[config.mk]
export PLATFORM = sky130hd
export DESIGN_NAME = space_vector_pwm_with_deadtime_comp_core
export DESIGN_NICKNAME = d
export VERILOG_FILES = /design/src/hdl/svpwm_pkg.sv /design/src/hdl/space_vector_pwm_with_deadtime_comp_core.sv /design/src/hdl/svpwm_mult.sv /design/src/hdl/svpwm_duty.sv
export SDC_FILE = /design/constraint.sdc
export NUM_CORES = 1
export LEC_CHECK = 0
export ABC_CLOCK_PERIOD_IN_PS = 13500
export BUFFER_PORTS_ARGS = -buffer_cell sky130_fd_sc_hd__buf_2
export CAP_MARGIN = 20
export CORE_AREA = 4 4 235 237
export CTS_CLUSTER_SIZE = 12
export DETAILED_ROUTE_END_ITERATION = 8
export DIE_AREA = 0 0 239 241
export PLACE_DENSITY = 0.8
export SLEW_MARGIN = 20
export SYNTH_ARGS = -nofsm -noshare
export SYNTH_HDL_FRONTEND = slang
export SYNTH_HIERARCHICAL = 1
export SYNTH_SLANG_ARGS = --single-unit
[constraint.sdc]
create_clock -name aclk -period 13.5 [get_ports aclk]
set_input_delay 2.7 -clock aclk [delete_from_list [all_inputs] [get_ports aclk]]
set_output_delay 2.7 -clock aclk [all_outputs]
set_load 0.005 [all_outputs]
[src/hdl/svpwm_pkg.sv]
// ----------------------------------------------------------------------------
// svpwm_pkg
// Shared types and constants of the space-vector PWM core with dead-time
// compensation.
// ----------------------------------------------------------------------------
package svpwm_pkg;

    localparam int SAMPLE_WIDTH = 16;
    localparam int DATA_W       = 16;
    localparam int SECTOR_W     = 3;
    localparam int AMOUNT_W     = 12;
    localparam int CFG_INDEX_W  = 1;
    localparam int CFG_DATA_W   = 12;
    localparam int PROD_W       = 31;
    localparam int TIME_W       = 34;

    localparam logic signed [DATA_W-1:0] SQRT3_HALF_Q15 = 16'sd28378;
    localparam logic signed [DATA_W-1:0] DUTY_LIMIT_Q15 = 16'sd31457;

    typedef logic [CFG_INDEX_W-1:0] cfg_index_t;
    localparam cfg_index_t CFG_COMP_ENABLE = 1'b0;
    localparam cfg_index_t CFG_COMP_AMOUNT = 1'b1;

    typedef struct packed {
        logic pos;
        logic neg;
    } cur_sign_t;

    typedef struct packed {
        logic signed [DATA_W-1:0] v_alpha;
        logic signed [DATA_W-1:0] v_beta;
        logic signed [DATA_W-1:0] cur_a;
        logic signed [DATA_W-1:0] cur_b;
        logic signed [DATA_W-1:0] cur_c;
    } ref_item_t;

    typedef struct packed {
        logic signed [PROD_W-1:0] ka;
        logic signed [DATA_W-1:0] ub;
        cur_sign_t                sgn_a;
        cur_sign_t                sgn_b;
        cur_sign_t                sgn_c;
    } prod_item_t;

    typedef struct packed {
        logic                comp_enable;
        logic [AMOUNT_W-1:0] comp_amount;
    } comp_cfg_t;

    function automatic cur_sign_t cur_sign(input logic [DATA_W-1:0] v);
        cur_sign_t s;
        s.neg = v[SAMPLE_WIDTH-1];
        s.pos = !v[SAMPLE_WIDTH-1] && (v[SAMPLE_WIDTH-1:0] != '0);
        return s;
    endfunction

endpackage

[src/hdl/space_vector_pwm_with_deadtime_comp_core.sv]
// ----------------------------------------------------------------------------
// space_vector_pwm_with_deadtime_comp_core
// Space-vector PWM generator: sector and three phase duties from an alpha/beta
// voltage reference, with dead-time compensation by phase current sign.
// ----------------------------------------------------------------------------
// Every accepted beat passes through the input register, the product stage
// and the output register before it shows up as a valid result beat; a new
// beat is taken every cycle while the result side keeps up. The path is an
// input register, a stage holding the alpha * sqrt(3)/2 product and the
// current signs, and the output register holding duties and sector. comp_enable
// and comp_amount are read live by the last stage, so write them while idle.
module space_vector_pwm_with_deadtime_comp_core (
    input  logic                                  aclk,
    input  logic                                  aresetn,
    input  logic                                  cfg_wr_en,
    input  svpwm_pkg::cfg_index_t                 cfg_index,
    input  logic [svpwm_pkg::CFG_DATA_W-1:0]      cfg_wdata,
    input  logic                                  s_valid,
    output logic                                  s_ready,
    input  logic signed [svpwm_pkg::DATA_W-1:0]   s_v_alpha,
    input  logic signed [svpwm_pkg::DATA_W-1:0]   s_v_beta,
    input  logic signed [svpwm_pkg::DATA_W-1:0]   s_cur_a,
    input  logic signed [svpwm_pkg::DATA_W-1:0]   s_cur_b,
    input  logic signed [svpwm_pkg::DATA_W-1:0]   s_cur_c,
    output logic                                  m_valid,
    input  logic                                  m_ready,
    output logic signed [svpwm_pkg::DATA_W-1:0]   m_duty_a,
    output logic signed [svpwm_pkg::DATA_W-1:0]   m_duty_b,
    output logic signed [svpwm_pkg::DATA_W-1:0]   m_duty_c,
    output logic [svpwm_pkg::SECTOR_W-1:0]        m_sector
);

    svpwm_pkg::comp_cfg_t  cfg_reg;
    svpwm_pkg::comp_cfg_t  cfg_next;
    logic                  in_valid_reg;
    logic                  in_valid_next;
    svpwm_pkg::ref_item_t  in_item_reg;
    logic                  mult_ready;
    logic                  prod_valid;
    logic                  prod_ready;
    svpwm_pkg::prod_item_t prod_item;

    always_comb begin
        cfg_next = cfg_reg;
        if (cfg_wr_en) begin
            case (cfg_index)
                svpwm_pkg::CFG_COMP_ENABLE: cfg_next.comp_enable = cfg_wdata[0];
                svpwm_pkg::CFG_COMP_AMOUNT:
                    cfg_next.comp_amount = cfg_wdata[svpwm_pkg::AMOUNT_W-1:0];
                default: cfg_next = cfg_reg;
            endcase
        end
    end

    always_ff @(posedge aclk) begin
        if (!aresetn) begin
            cfg_reg <= '0;
        end else begin
            cfg_reg <= cfg_next;
        end
    end

    assign s_ready       = !in_valid_reg || mult_ready;
    assign in_valid_next = s_ready ? s_valid : in_valid_reg;

    always_ff @(posedge aclk) begin
        if (!aresetn) begin
            in_valid_reg <= 1'b0;
        end else begin
            in_valid_reg <= in_valid_next;
        end
    end

    always_ff @(posedge aclk) begin
        if (s_valid && s_ready) begin
            in_item_reg.v_alpha <= s_v_alpha;
            in_item_reg.v_beta  <= s_v_beta;
            in_item_reg.cur_a   <= s_cur_a;
            in_item_reg.cur_b   <= s_cur_b;
            in_item_reg.cur_c   <= s_cur_c;
        end
    end

    svpwm_mult u_mult (
        .aclk      (aclk),
        .aresetn   (aresetn),
        .in_valid  (in_valid_reg),
        .in_ready  (mult_ready),
        .in_item   (in_item_reg),
        .out_valid (prod_valid),
        .out_ready (prod_ready),
        .out_item  (prod_item)
    );

    svpwm_duty u_duty (
        .aclk       (aclk),
        .aresetn    (aresetn),
        .cfg        (cfg_reg),
        .in_valid   (prod_valid),
        .in_ready   (prod_ready),
        .in_item    (prod_item),
        .out_valid  (m_valid),
        .out_ready  (m_ready),
        .out_duty_a (m_duty_a),
        .out_duty_b (m_duty_b),
        .out_duty_c (m_duty_c),
        .out_sector (m_sector)
    );

endmodule

[src/hdl/svpwm_mult.sv]
// ----------------------------------------------------------------------------
// svpwm_mult
// Product stage: scales alpha by sqrt(3)/2 and takes the current signs.
// ----------------------------------------------------------------------------
module svpwm_mult (
    input  logic                   aclk,
    input  logic                   aresetn,
    input  logic                   in_valid,
    output logic                   in_ready,
    input  svpwm_pkg::ref_item_t   in_item,
    output logic                   out_valid,
    input  logic                   out_ready,
    output svpwm_pkg::prod_item_t  out_item
);

    logic                  valid_reg;
    logic                  valid_next;
    svpwm_pkg::prod_item_t item_reg;
    svpwm_pkg::prod_item_t item_next;
    logic signed [2*svpwm_pkg::DATA_W-1:0] prod;

    assign in_ready = !valid_reg || out_ready;
    assign prod     = in_item.v_alpha * svpwm_pkg::SQRT3_HALF_Q15;

    always_comb begin
        item_next.ka    = prod[svpwm_pkg::PROD_W-1:0];
        item_next.ub    = in_item.v_beta;
        item_next.sgn_a = svpwm_pkg::cur_sign(in_item.cur_a);
        item_next.sgn_b = svpwm_pkg::cur_sign(in_item.cur_b);
        item_next.sgn_c = svpwm_pkg::cur_sign(in_item.cur_c);
        valid_next      = in_ready ? in_valid : valid_reg;
    end

    always_ff @(posedge aclk) begin
        if (!aresetn) begin
            valid_reg <= 1'b0;
        end else begin
            valid_reg <= valid_next;
        end
    end

    always_ff @(posedge aclk) begin
        if (in_valid && in_ready) begin
            item_reg <= item_next;
        end
    end

    assign out_valid = valid_reg;
    assign out_item  = item_reg;

endmodule

[src/hdl/svpwm_duty.sv]
// ----------------------------------------------------------------------------
// svpwm_duty
// Result stage: sector, X/Y/Z times, duty rounding and clamping, dead-time
// compensation and saturation into the output register.
// ----------------------------------------------------------------------------
module svpwm_duty (
    input  logic                                  aclk,
    input  logic                                  aresetn,
    input  svpwm_pkg::comp_cfg_t                  cfg,
    input  logic                                  in_valid,
    output logic                                  in_ready,
    input  svpwm_pkg::prod_item_t                 in_item,
    output logic                                  out_valid,
    input  logic                                  out_ready,
    output logic signed [svpwm_pkg::DATA_W-1:0]   out_duty_a,
    output logic signed [svpwm_pkg::DATA_W-1:0]   out_duty_b,
    output logic signed [svpwm_pkg::DATA_W-1:0]   out_duty_c,
    output logic [svpwm_pkg::SECTOR_W-1:0]        out_sector
);

    localparam int TW = svpwm_pkg::TIME_W;
    localparam int DW = svpwm_pkg::DATA_W;

    localparam logic [svpwm_pkg::SECTOR_W-1:0] SECTOR_NONE = 3'd0;
    localparam logic [svpwm_pkg::SECTOR_W-1:0] SECTOR_1    = 3'd1;
    localparam logic [svpwm_pkg::SECTOR_W-1:0] SECTOR_2    = 3'd2;
    localparam logic [svpwm_pkg::SECTOR_W-1:0] SECTOR_3    = 3'd3;
    localparam logic [svpwm_pkg::SECTOR_W-1:0] SECTOR_4    = 3'd4;
    localparam logic [svpwm_pkg::SECTOR_W-1:0] SECTOR_5    = 3'd5;
    localparam logic [svpwm_pkg::SECTOR_W-1:0] SECTOR_6    = 3'd6;

    function automatic logic signed [DW-1:0] to_duty(input logic signed [TW-1:0] v);
        logic signed [TW-1:0]    b;
        logic signed [TW-16:0]   r;
        logic signed [DW-1:0]    d;
        b = v + TW'(16384);
        r = b[TW-1:15];
        if (r >= (TW-15)'(svpwm_pkg::DUTY_LIMIT_Q15)) begin
            d = svpwm_pkg::DUTY_LIMIT_Q15;
        end else if (r <= -(TW-15)'(svpwm_pkg::DUTY_LIMIT_Q15)) begin
            d = -svpwm_pkg::DUTY_LIMIT_Q15;
        end else begin
            d = r[DW-1:0];
        end
        return d;
    endfunction

    function automatic logic signed [DW-1:0] compensate(
        input logic signed [DW-1:0] d,
        input svpwm_pkg::cur_sign_t s,
        input svpwm_pkg::comp_cfg_t c
    );
        logic signed [DW:0] amt;
        logic signed [DW:0] r;
        logic signed [DW-1:0] q;
        amt = {{(DW+1-svpwm_pkg::AMOUNT_W){1'b0}}, c.comp_amount};
        r   = {d[DW-1], d};
        if (c.comp_enable && s.pos) begin
            r = r + amt;
        end else if (c.comp_enable && s.neg) begin
            r = r - amt;
        end
        if (!r[DW] && r[DW-1]) begin
            q = {1'b0, {(DW-1){1'b1}}};
        end else if (r[DW] && !r[DW-1]) begin
            q = {1'b1, {(DW-1){1'b0}}};
        end else begin
            q = r[DW-1:0];
        end
        return q;
    endfunction

    logic                                 valid_reg;
    logic                                 valid_next;
    logic signed [DW-1:0]                 duty_a_reg, duty_b_reg, duty_c_reg;
    logic signed [DW-1:0]                 duty_a_next, duty_b_next, duty_c_next;
    logic [svpwm_pkg::SECTOR_W-1:0]       sector_reg;
    logic [svpwm_pkg::SECTOR_W-1:0]       sector_next;
    logic [svpwm_pkg::SECTOR_W-1:0]       sec_raw;
    logic signed [TW-1:0] hb, x, ka, y, z;
    logic signed [TW-1:0] t1, t2, first, second, third;
    logic signed [TW-1:0] da, db, dc;

    assign in_ready = !valid_reg || out_ready;

    always_comb begin
        hb = {{(TW-DW-14){in_item.ub[DW-1]}}, in_item.ub, 14'b0};
        x  = {{(TW-DW-15){in_item.ub[DW-1]}}, in_item.ub, 15'b0};
        ka = {{(TW-svpwm_pkg::PROD_W){in_item.ka[svpwm_pkg::PROD_W-1]}}, in_item.ka};
        y  = hb + ka;
        z  = hb - ka;
        sec_raw = {y[TW-1], z[TW-1], !in_item.ub[DW-1] && (in_item.ub != '0)};

        t1 = '0;
        t2 = '0;
        sector_next = sec_raw;
        case (sec_raw)
            SECTOR_1: begin t1 = z;  t2 = y;  end
            SECTOR_2: begin t1 = y;  t2 = -x; end
            SECTOR_3: begin t1 = -z; t2 = x;  end
            SECTOR_4: begin t1 = -x; t2 = z;  end
            SECTOR_5: begin t1 = x;  t2 = -y; end
            SECTOR_6: begin t1 = -y; t2 = -z; end
            default:  begin sector_next = SECTOR_NONE; end
        endcase

        first  = -(t1 + t2);
        second = t1 - t2;
        third  = t1 + t2;

        case (sector_next)
            SECTOR_1: begin db = first;  da = second; dc = third; end
            SECTOR_2: begin da = first;  dc = second; db = third; end
            SECTOR_3: begin da = first;  db = second; dc = third; end
            SECTOR_4: begin dc = first;  db = second; da = third; end
            SECTOR_5: begin db = first;  dc = second; da = third; end
            SECTOR_6: begin dc = first;  da = second; db = third; end
            default:  begin da = '0;     db = '0;     dc = '0;    end
        endcase

        duty_a_next = compensate(to_duty(da), in_item.sgn_a, cfg);
        duty_b_next = compensate(to_duty(db), in_item.sgn_b, cfg);
        duty_c_next = compensate(to_duty(dc), in_item.sgn_c, cfg);
        valid_next  = in_ready ? in_valid : valid_reg;
    end

    always_ff @(posedge aclk) begin
        if (!aresetn) begin
            valid_reg <= 1'b0;
        end else begin
            valid_reg <= valid_next;
        end
    end

    always_ff @(posedge aclk) begin
        if (in_valid && in_ready) begin
            duty_a_reg <= duty_a_next;
            duty_b_reg <= duty_b_next;
            duty_c_reg <= duty_c_next;
            sector_reg <= sector_next;
        end
    end

    assign out_valid  = valid_reg;
    assign out_duty_a = duty_a_reg;
    assign out_duty_b = duty_b_reg;
    assign out_duty_c = duty_c_reg;
    assign out_sector = sector_reg;

endmodule

======== After elaboration in Yosys (flattened, before gate mapping) ========
Index checks and enable logic that the tools add are counted.
storage, ports and cells
  bits of input ports ..................... 98
  word-level logic and storage cells ...... 131
  output and inout port bits .............. 53
  bits in registers ....................... 199
operators by class
  add/subtract/negate cells ............... 17
  bitwise gates (word level) .............. 1
  multipliers ............................. 1
  equality and inequality tests ........... 12
  $lt $le $gt $ge ......................... 6
  muxes and demuxes ....................... 21
  reductions and logical operators ........ 51
operators by type and width
  operator                  number
  $pmux W34 S6              2
  $pmux W34 S3              3
  $mux W16                  9
  $add A34 B16 Y34 const B  3
  $mux W17                  6
  $neg A34 Y34              3
  $reduce_bool A16 Y1       4
  $ge A19 B16 Y1 const B    3
  $le A19 B16 Y1 const B    3
  $add A16 B13 Y17          3
  $sub A16 B13 Y17          3
  $add A34 B34 Y34          1
  $neg A31 Y34              1
  $sub A34 B34 Y34          1
  $add A30 B31 Y32          1
  $sub A30 B31 Y32          1
  $mul A16 B15 Y30 const B  1
  $logic_and A1 B1 Y1       19
  $eq A3 B3 Y1 const B      6
  $reduce_or A2 Y1          9
  $logic_not A1 Y1          13
  $eq A3 B2 Y1 const B      4
  $eq A3 B1 Y1 const B      2
  $reduce_or A6 Y1          1
  other kinds (4)           7

======== Depth between registers and ports, before layout ========
  word-level depth ........................ 18
  depth in mapped cells ................... 67
  gate-level depth less buffers ........... 62

======== Cells and area by module ========
The synthesis kept the hierarchy.
modules (own cells, without submodules)
  module                                    cells each  times used  area each (um2)  sequential area each (um2)
  svpwm_duty                                3030        1           20925.1          1551.5
  svpwm_mult                                667         1           7248.2           1581.5
  space_vector_pwm_with_deadtime_comp_core  144         1           3027.9           2682.6

======== Worst setup path after synthesis ========
Ideal clock, no wire load.
  path type ............................... flip-flop to flip-flop
  from .................................... register u_mult.item_reg (netlist bit u_mult/out_item[7])
  to ...................................... register u_duty.duty_a_reg[10] (netlist: u_duty/out_duty_a[10]), data pin
  arrival time ............................ 13.118 ns
  required time ........................... 13.235 ns
  path buffers ............................ 7
  stages on the path, launching flop included .. 63
  library setup time ...................... 0.265 ns
  setup slack ............................. 0.117 ns
  period minus slack after synthesis ...... 13.383 ns
  path through ............................ edfxtp_1 inv_1 ha_1 nor3b_1 nand4_1 or4b_1 nor2_1 nand2_1 ha_1 clkbuf_1 inv_1 ha_1 clkbuf_1 inv_1 nor3_1 clkbuf_1 clkbuf_1 a22oi_1 (+27 left out) a21oi_1 nor2_1 nor2_1 o21bai_1 a21oi_1 nor2_1 nor2_1 nor2_1 nor2_1 o21bai_1 a21oi_1 nor2_1 o21ai_0 inv_1 a32oi_1 xnor2_1 buf_2 maj3_1
between the ends
  word-level cells in the longest chain between the ends .. 18
  elaborated cells between the ends (all ways) .. 44
  classes of those cells .................. add/sub: 11; order compare: 2; eq/ne: 12; mux: 9; reduce/logical: 10
ends and longest elaborated chain
  element                                                               line               source
  from (decl)                                                           svpwm_mult.sv:18   svpwm_pkg::prod_item_t item_reg;
  from (signal assigned)                                                svpwm_mult.sv:44   item_reg <= item_next;
  parallel branches: the longest is 7 deep, another holds $neg A34 Y34  n/a
  $pmux W34 S3 (*)                                                      svpwm_duty.sv:111  case (sector_next)
  $add A34 B16 Y34 (*)                                                  svpwm_duty.sv:36   b = v + TW'(16384);
  $le A19 B16 Y1                                                        svpwm_duty.sv:40   end else if (r <= -(TW-15)'(svpwm_pkg::DUTY_LIMIT_Q15)) begin
  $mux W16                                                              svpwm_duty.sv:40
  $mux W16 (*)                                                          svpwm_duty.sv:38   if (r >= (TW-15)'(svpwm_pkg::DUTY_LIMIT_Q15)) begin
  $sub A16 B13 Y17                                                      svpwm_duty.sv:61   r = r - amt;
  $mux W17                                                              svpwm_duty.sv:60   end else if (c.comp_enable && s.neg) begin
  $mux W17 (*)                                                          svpwm_duty.sv:58   if (c.comp_enable && s.pos) begin
  $logic_not A1 Y1                                                      svpwm_duty.sv:65   end else if (r[DW] && !r[DW-1]) begin
  $logic_and A1 B1 Y1                                                   svpwm_duty.sv:65
  $mux W16                                                              svpwm_duty.sv:65
  to (signal assigned)                                                  svpwm_duty.sv:137  duty_a_reg <= duty_a_next;
  to (decl)                                                             svpwm_duty.sv:75   logic signed [DW-1:0] duty_a_reg, duty_b_reg, duty_c_reg;
Every way passes the cells marked *.
A chain may end at the register's enable or synchronous reset.

======== Final worst setup path ========
  from .................................... register u_mult.item_reg (netlist bit u_mult/out_item[23])
  to ...................................... register u_duty.duty_a_reg[3] (netlist: u_duty/out_duty_a[3]), data pin
between the ends
  word-level cells in the longest chain between the ends .. 17
  elaborated cells between the ends (all ways) .. 41
  classes of those cells .................. add/sub: 10; order compare: 2; eq/ne: 12; mux: 9; reduce/logical: 8
ends and longest elaborated chain
  element                                                               line
  parallel branches: the longest is 6 deep, another holds $neg A34 Y34  n/a
  $pmux W34 S3 (*)                                                      svpwm_duty.sv:111
  $add A34 B16 Y34 (*)                                                  svpwm_duty.sv:36
  $le A19 B16 Y1                                                        svpwm_duty.sv:40
  $mux W16                                                              svpwm_duty.sv:40
  $mux W16 (*)                                                          svpwm_duty.sv:38
  $sub A16 B13 Y17                                                      svpwm_duty.sv:61
  $mux W17                                                              svpwm_duty.sv:60
  $mux W17 (*)                                                          svpwm_duty.sv:58
  $logic_not A1 Y1                                                      svpwm_duty.sv:65
  $logic_and A1 B1 Y1                                                   svpwm_duty.sv:65
  $mux W16                                                              svpwm_duty.sv:65
Marks and branches as above.

==> results.toml <==
[outcome]
status = "complete, but fails checks"
violations = "design-rule violations"

[synth]
syn_nets = 4350
synth_area_leaders = "edfxtp_1, ha_1, fa_1"
synth_area_sq_um = 31200
syn_inst = 3841
synthArstFlopShare = 0
syn_avg_cell_area_sq_um = 8.12
yosys_most_used_dff = "edfxtp_1"
synth_edf_count = 183
synth_area_leader_cell = "edfxtp_1"
ys_types = 133
seq_area_frac_synth = 0.186
yosysWarningCount = 6
yosysTopAreaCellShare = 0.176
synth-seq-cells = 199

[worst_setup_path]
cp_slowest_stage_delay_ps = 730
critPathMostFrequentCell = "a21o_1"
crit_slowest_cell = "or4_1"
arrival_ps = 13010
worstSetupEndpointType = "register"
required_ps = 13740
start_kind = "register"
crit_type = "reg2reg"
crit_fanout = 16

[global_route]
grt_pass1_vias = 28800
grt_max_degree = 58
grt_antenna_before_repair = 0
grt_use_total = 0.332
grt-ovfl-total = 0
grt_pass1_wl_um = 155000

[placement]
placedCellCount = 4683
dp_hpwl_um = 78900
place.gp.congestion = 1.04
io_buffers = 150

[clock_network]
cts_hold_buf = 0
cts.sinks = 199
cts_tree = "built"
cts_buffer_depth = 2
clk_latency_ps = 500
cts-htree-levels = 4
cts_root_buf = "clkbuf_16"
cts_buffers = 17
clk_pin_slew_worst_paths_ps = 90

[sta]
worst_slew_pin_slew_ps = 1230
drv_slew = 0
hold_viol_final = 0
max_freq_mhz = 78.4
fin_crit_sh = 0.945
finalClockSkew_ps = 22.1
layout_min_cycle_time_ps = 12760
slew_headroom = 0.172
setup_viol = 0

[route]
dr.first_iter.drc_count = 4117
drc_errors = 9
wirelength_um = 99900
num_vias = 31100
antenna_left = 0
firstDrtPassIters = 9
viasPerCell = 6.58
wire_per_inst_um = 21.1

[cells_and_area]
drive_above_1_share = 0.136
fin_cells = 4722
largest_register_ff_count = 80
fin_util = 0.645
area_delta_synth_final_pct = 10.2
nets = 4522
n_antenna_cell = 0

[die]
pin_count = 151
placeableCoreArea_sq_um = 53300
dieArea_sq_um = 57600
std_cell_rows = 85
die_y_um = 241
fp.dieW_um = 239
initial_core_util = 0.586

[hold_path]
min_path_type = "reg2reg"

[run]
maxCapViolations = 0
cell usage in the layout, fill, tap and decap left out, types with 40 or more instances in the layout:
master / Yosys / layout
ha_1: 291 / 284
nand4_1: 51 / 51
xor2_1: 70 / 69
o21ai_0: 193 / 187
edfxtp_1: 183 / 183
nor2_1: 328 / 327
xnor2_1: 159 / 157
a211oi_1: 41 / 40
nand2_1: 299 / 296
a31oi_1: 42 / 42
nor4_1: 57 / 49
a21oi_1: 267 / 260
nor3_1: 106 / 94
fa_1: 120 / 120
o21bai_1: 48 / 48
buf_4: 5 / 162
inv_1: 368 / 368
a21o_1: 70 / 70
nand3_1: 71 / 70
buf_2: 25 / 150
nand2b_1: 44 / 44
area by class of cell:
| cell class | count | area, sq um |
|---|---|---|
| Timing Repair Buffer | 312 | 1970 |
| Inverter | 375 | 1410 |
| Fill cell | 4460 | 18900 |
| Clock inverter | 15 | 238 |
| Multi-Input combinational cell | 3108 | 23700 |
| Clock buffer | 17 | 425 |
| Sequential cell | 199 | 5820 |
| Tap cell | 696 | 871 |
per-stage QoR:
step | setup WS (ps) | hold WS [ps] | instance area, sq um | setup TNS [ps]
after global routing | -107 | 438 | 34400 | -1400
after CTS | 66.6 | 419 | 34000 | 0
after detailed placement | -225 | 405 | 33300 | -2980
after global placement | 174 | 403 | 33300 | 0
final | 739 | 413 | 34400 | 0
after floorplan | 117 | 400 | 31200 | 0
cells in the mapped netlist (18+ instances only):
master,number
a211oi_1,41
a21o_1,70
a21oi_1,267
a221o_1,18
a221oi_1,33
a22oi_1,22
a31oi_1,42
and2_1,34
and3_1,31
buf_2,25
clkbuf_1,117
edfxtp_1,183
fa_1,120
ha_1,291
inv_1,368
maj3_1,27
nand2_1,299
nand2b_1,44
nand3_1,71
nand4_1,51
nor2_1,328
nor2b_1,36
nor3_1,106
nor4_1,57
o2111ai_1,18
o211ai_1,39
o21a_1,27
o21ai_0,193
o21ai_1,21
o21bai_1,48
o221ai_1,29
o22ai_1,34
o31ai_1,29
or2_2,19
or3_1,36
xnor2_1,159
xor2_1,70
metal layers:
layer / vias to the layer above / track usage / wire length [um]
li1: 14500 / - / -
met1: 14500 / 0.450 / 41000
met2: 1785 / 0.521 / 43900
met3: 328 / 0.0716 / 10400
met4: 0 / 0.135 / 4600
met5: - / 0 / 0
worst paths after layout:
kind | startpoint | end | slack [ps] | cells after the start
max | u_mult/out_item[23] | u_duty/out_duty_a[3] | 740 | 48
min | in_item_reg[60] | u_mult/out_item[18] | 410 | 0
max reg2reg | u_mult/out_item[23] | u_duty/out_duty_a[3] | 740 | 48
min reg2reg | in_item_reg[60] | u_mult/out_item[18] | 410 | 0
worst max-delay path: cells and delay by family, from the launching register on:
family / cells / cell delay [ps]
fa+ha+maj: 3 / 1170
flops: 1 / 520
simple gates: 19 / 5360
buf+inv: 6 / 1190
compound gates: 18 / 3900
xor+xnor: 2 / 390
repair_timing:
| action | 4_1_cts | 5_1_grt |
|---|---|---|
| pin swaps | 0 | 5 |
| buffers inserted | 0 | 7 |
| cloned | 0 | 0 |
| resized for setup | 2 | 74 |
| endpoints found under the setup margin | 15 | 48 |
cells by family (layout without fill, tap and decap cells):
family / Yosys count / count (layout) / synth area share
other cells: 1 / 1 / 0.000120
flops: 199 / 199 / 0.186
simple gates: 1218 / 1218 / 0.197
mux: 25 / 25 / 0.00834
fa+ha+maj: 448 / 448 / 0.206
xor+xnor: 233 / 233 / 0.0670
compound gates: 1183 / 1183 / 0.267
buf+inv: 534 / 719 / 0.0680
Power is not shown: default switching activity piles up to over one toggle a cycle in this logic, so the estimate is an artifact.
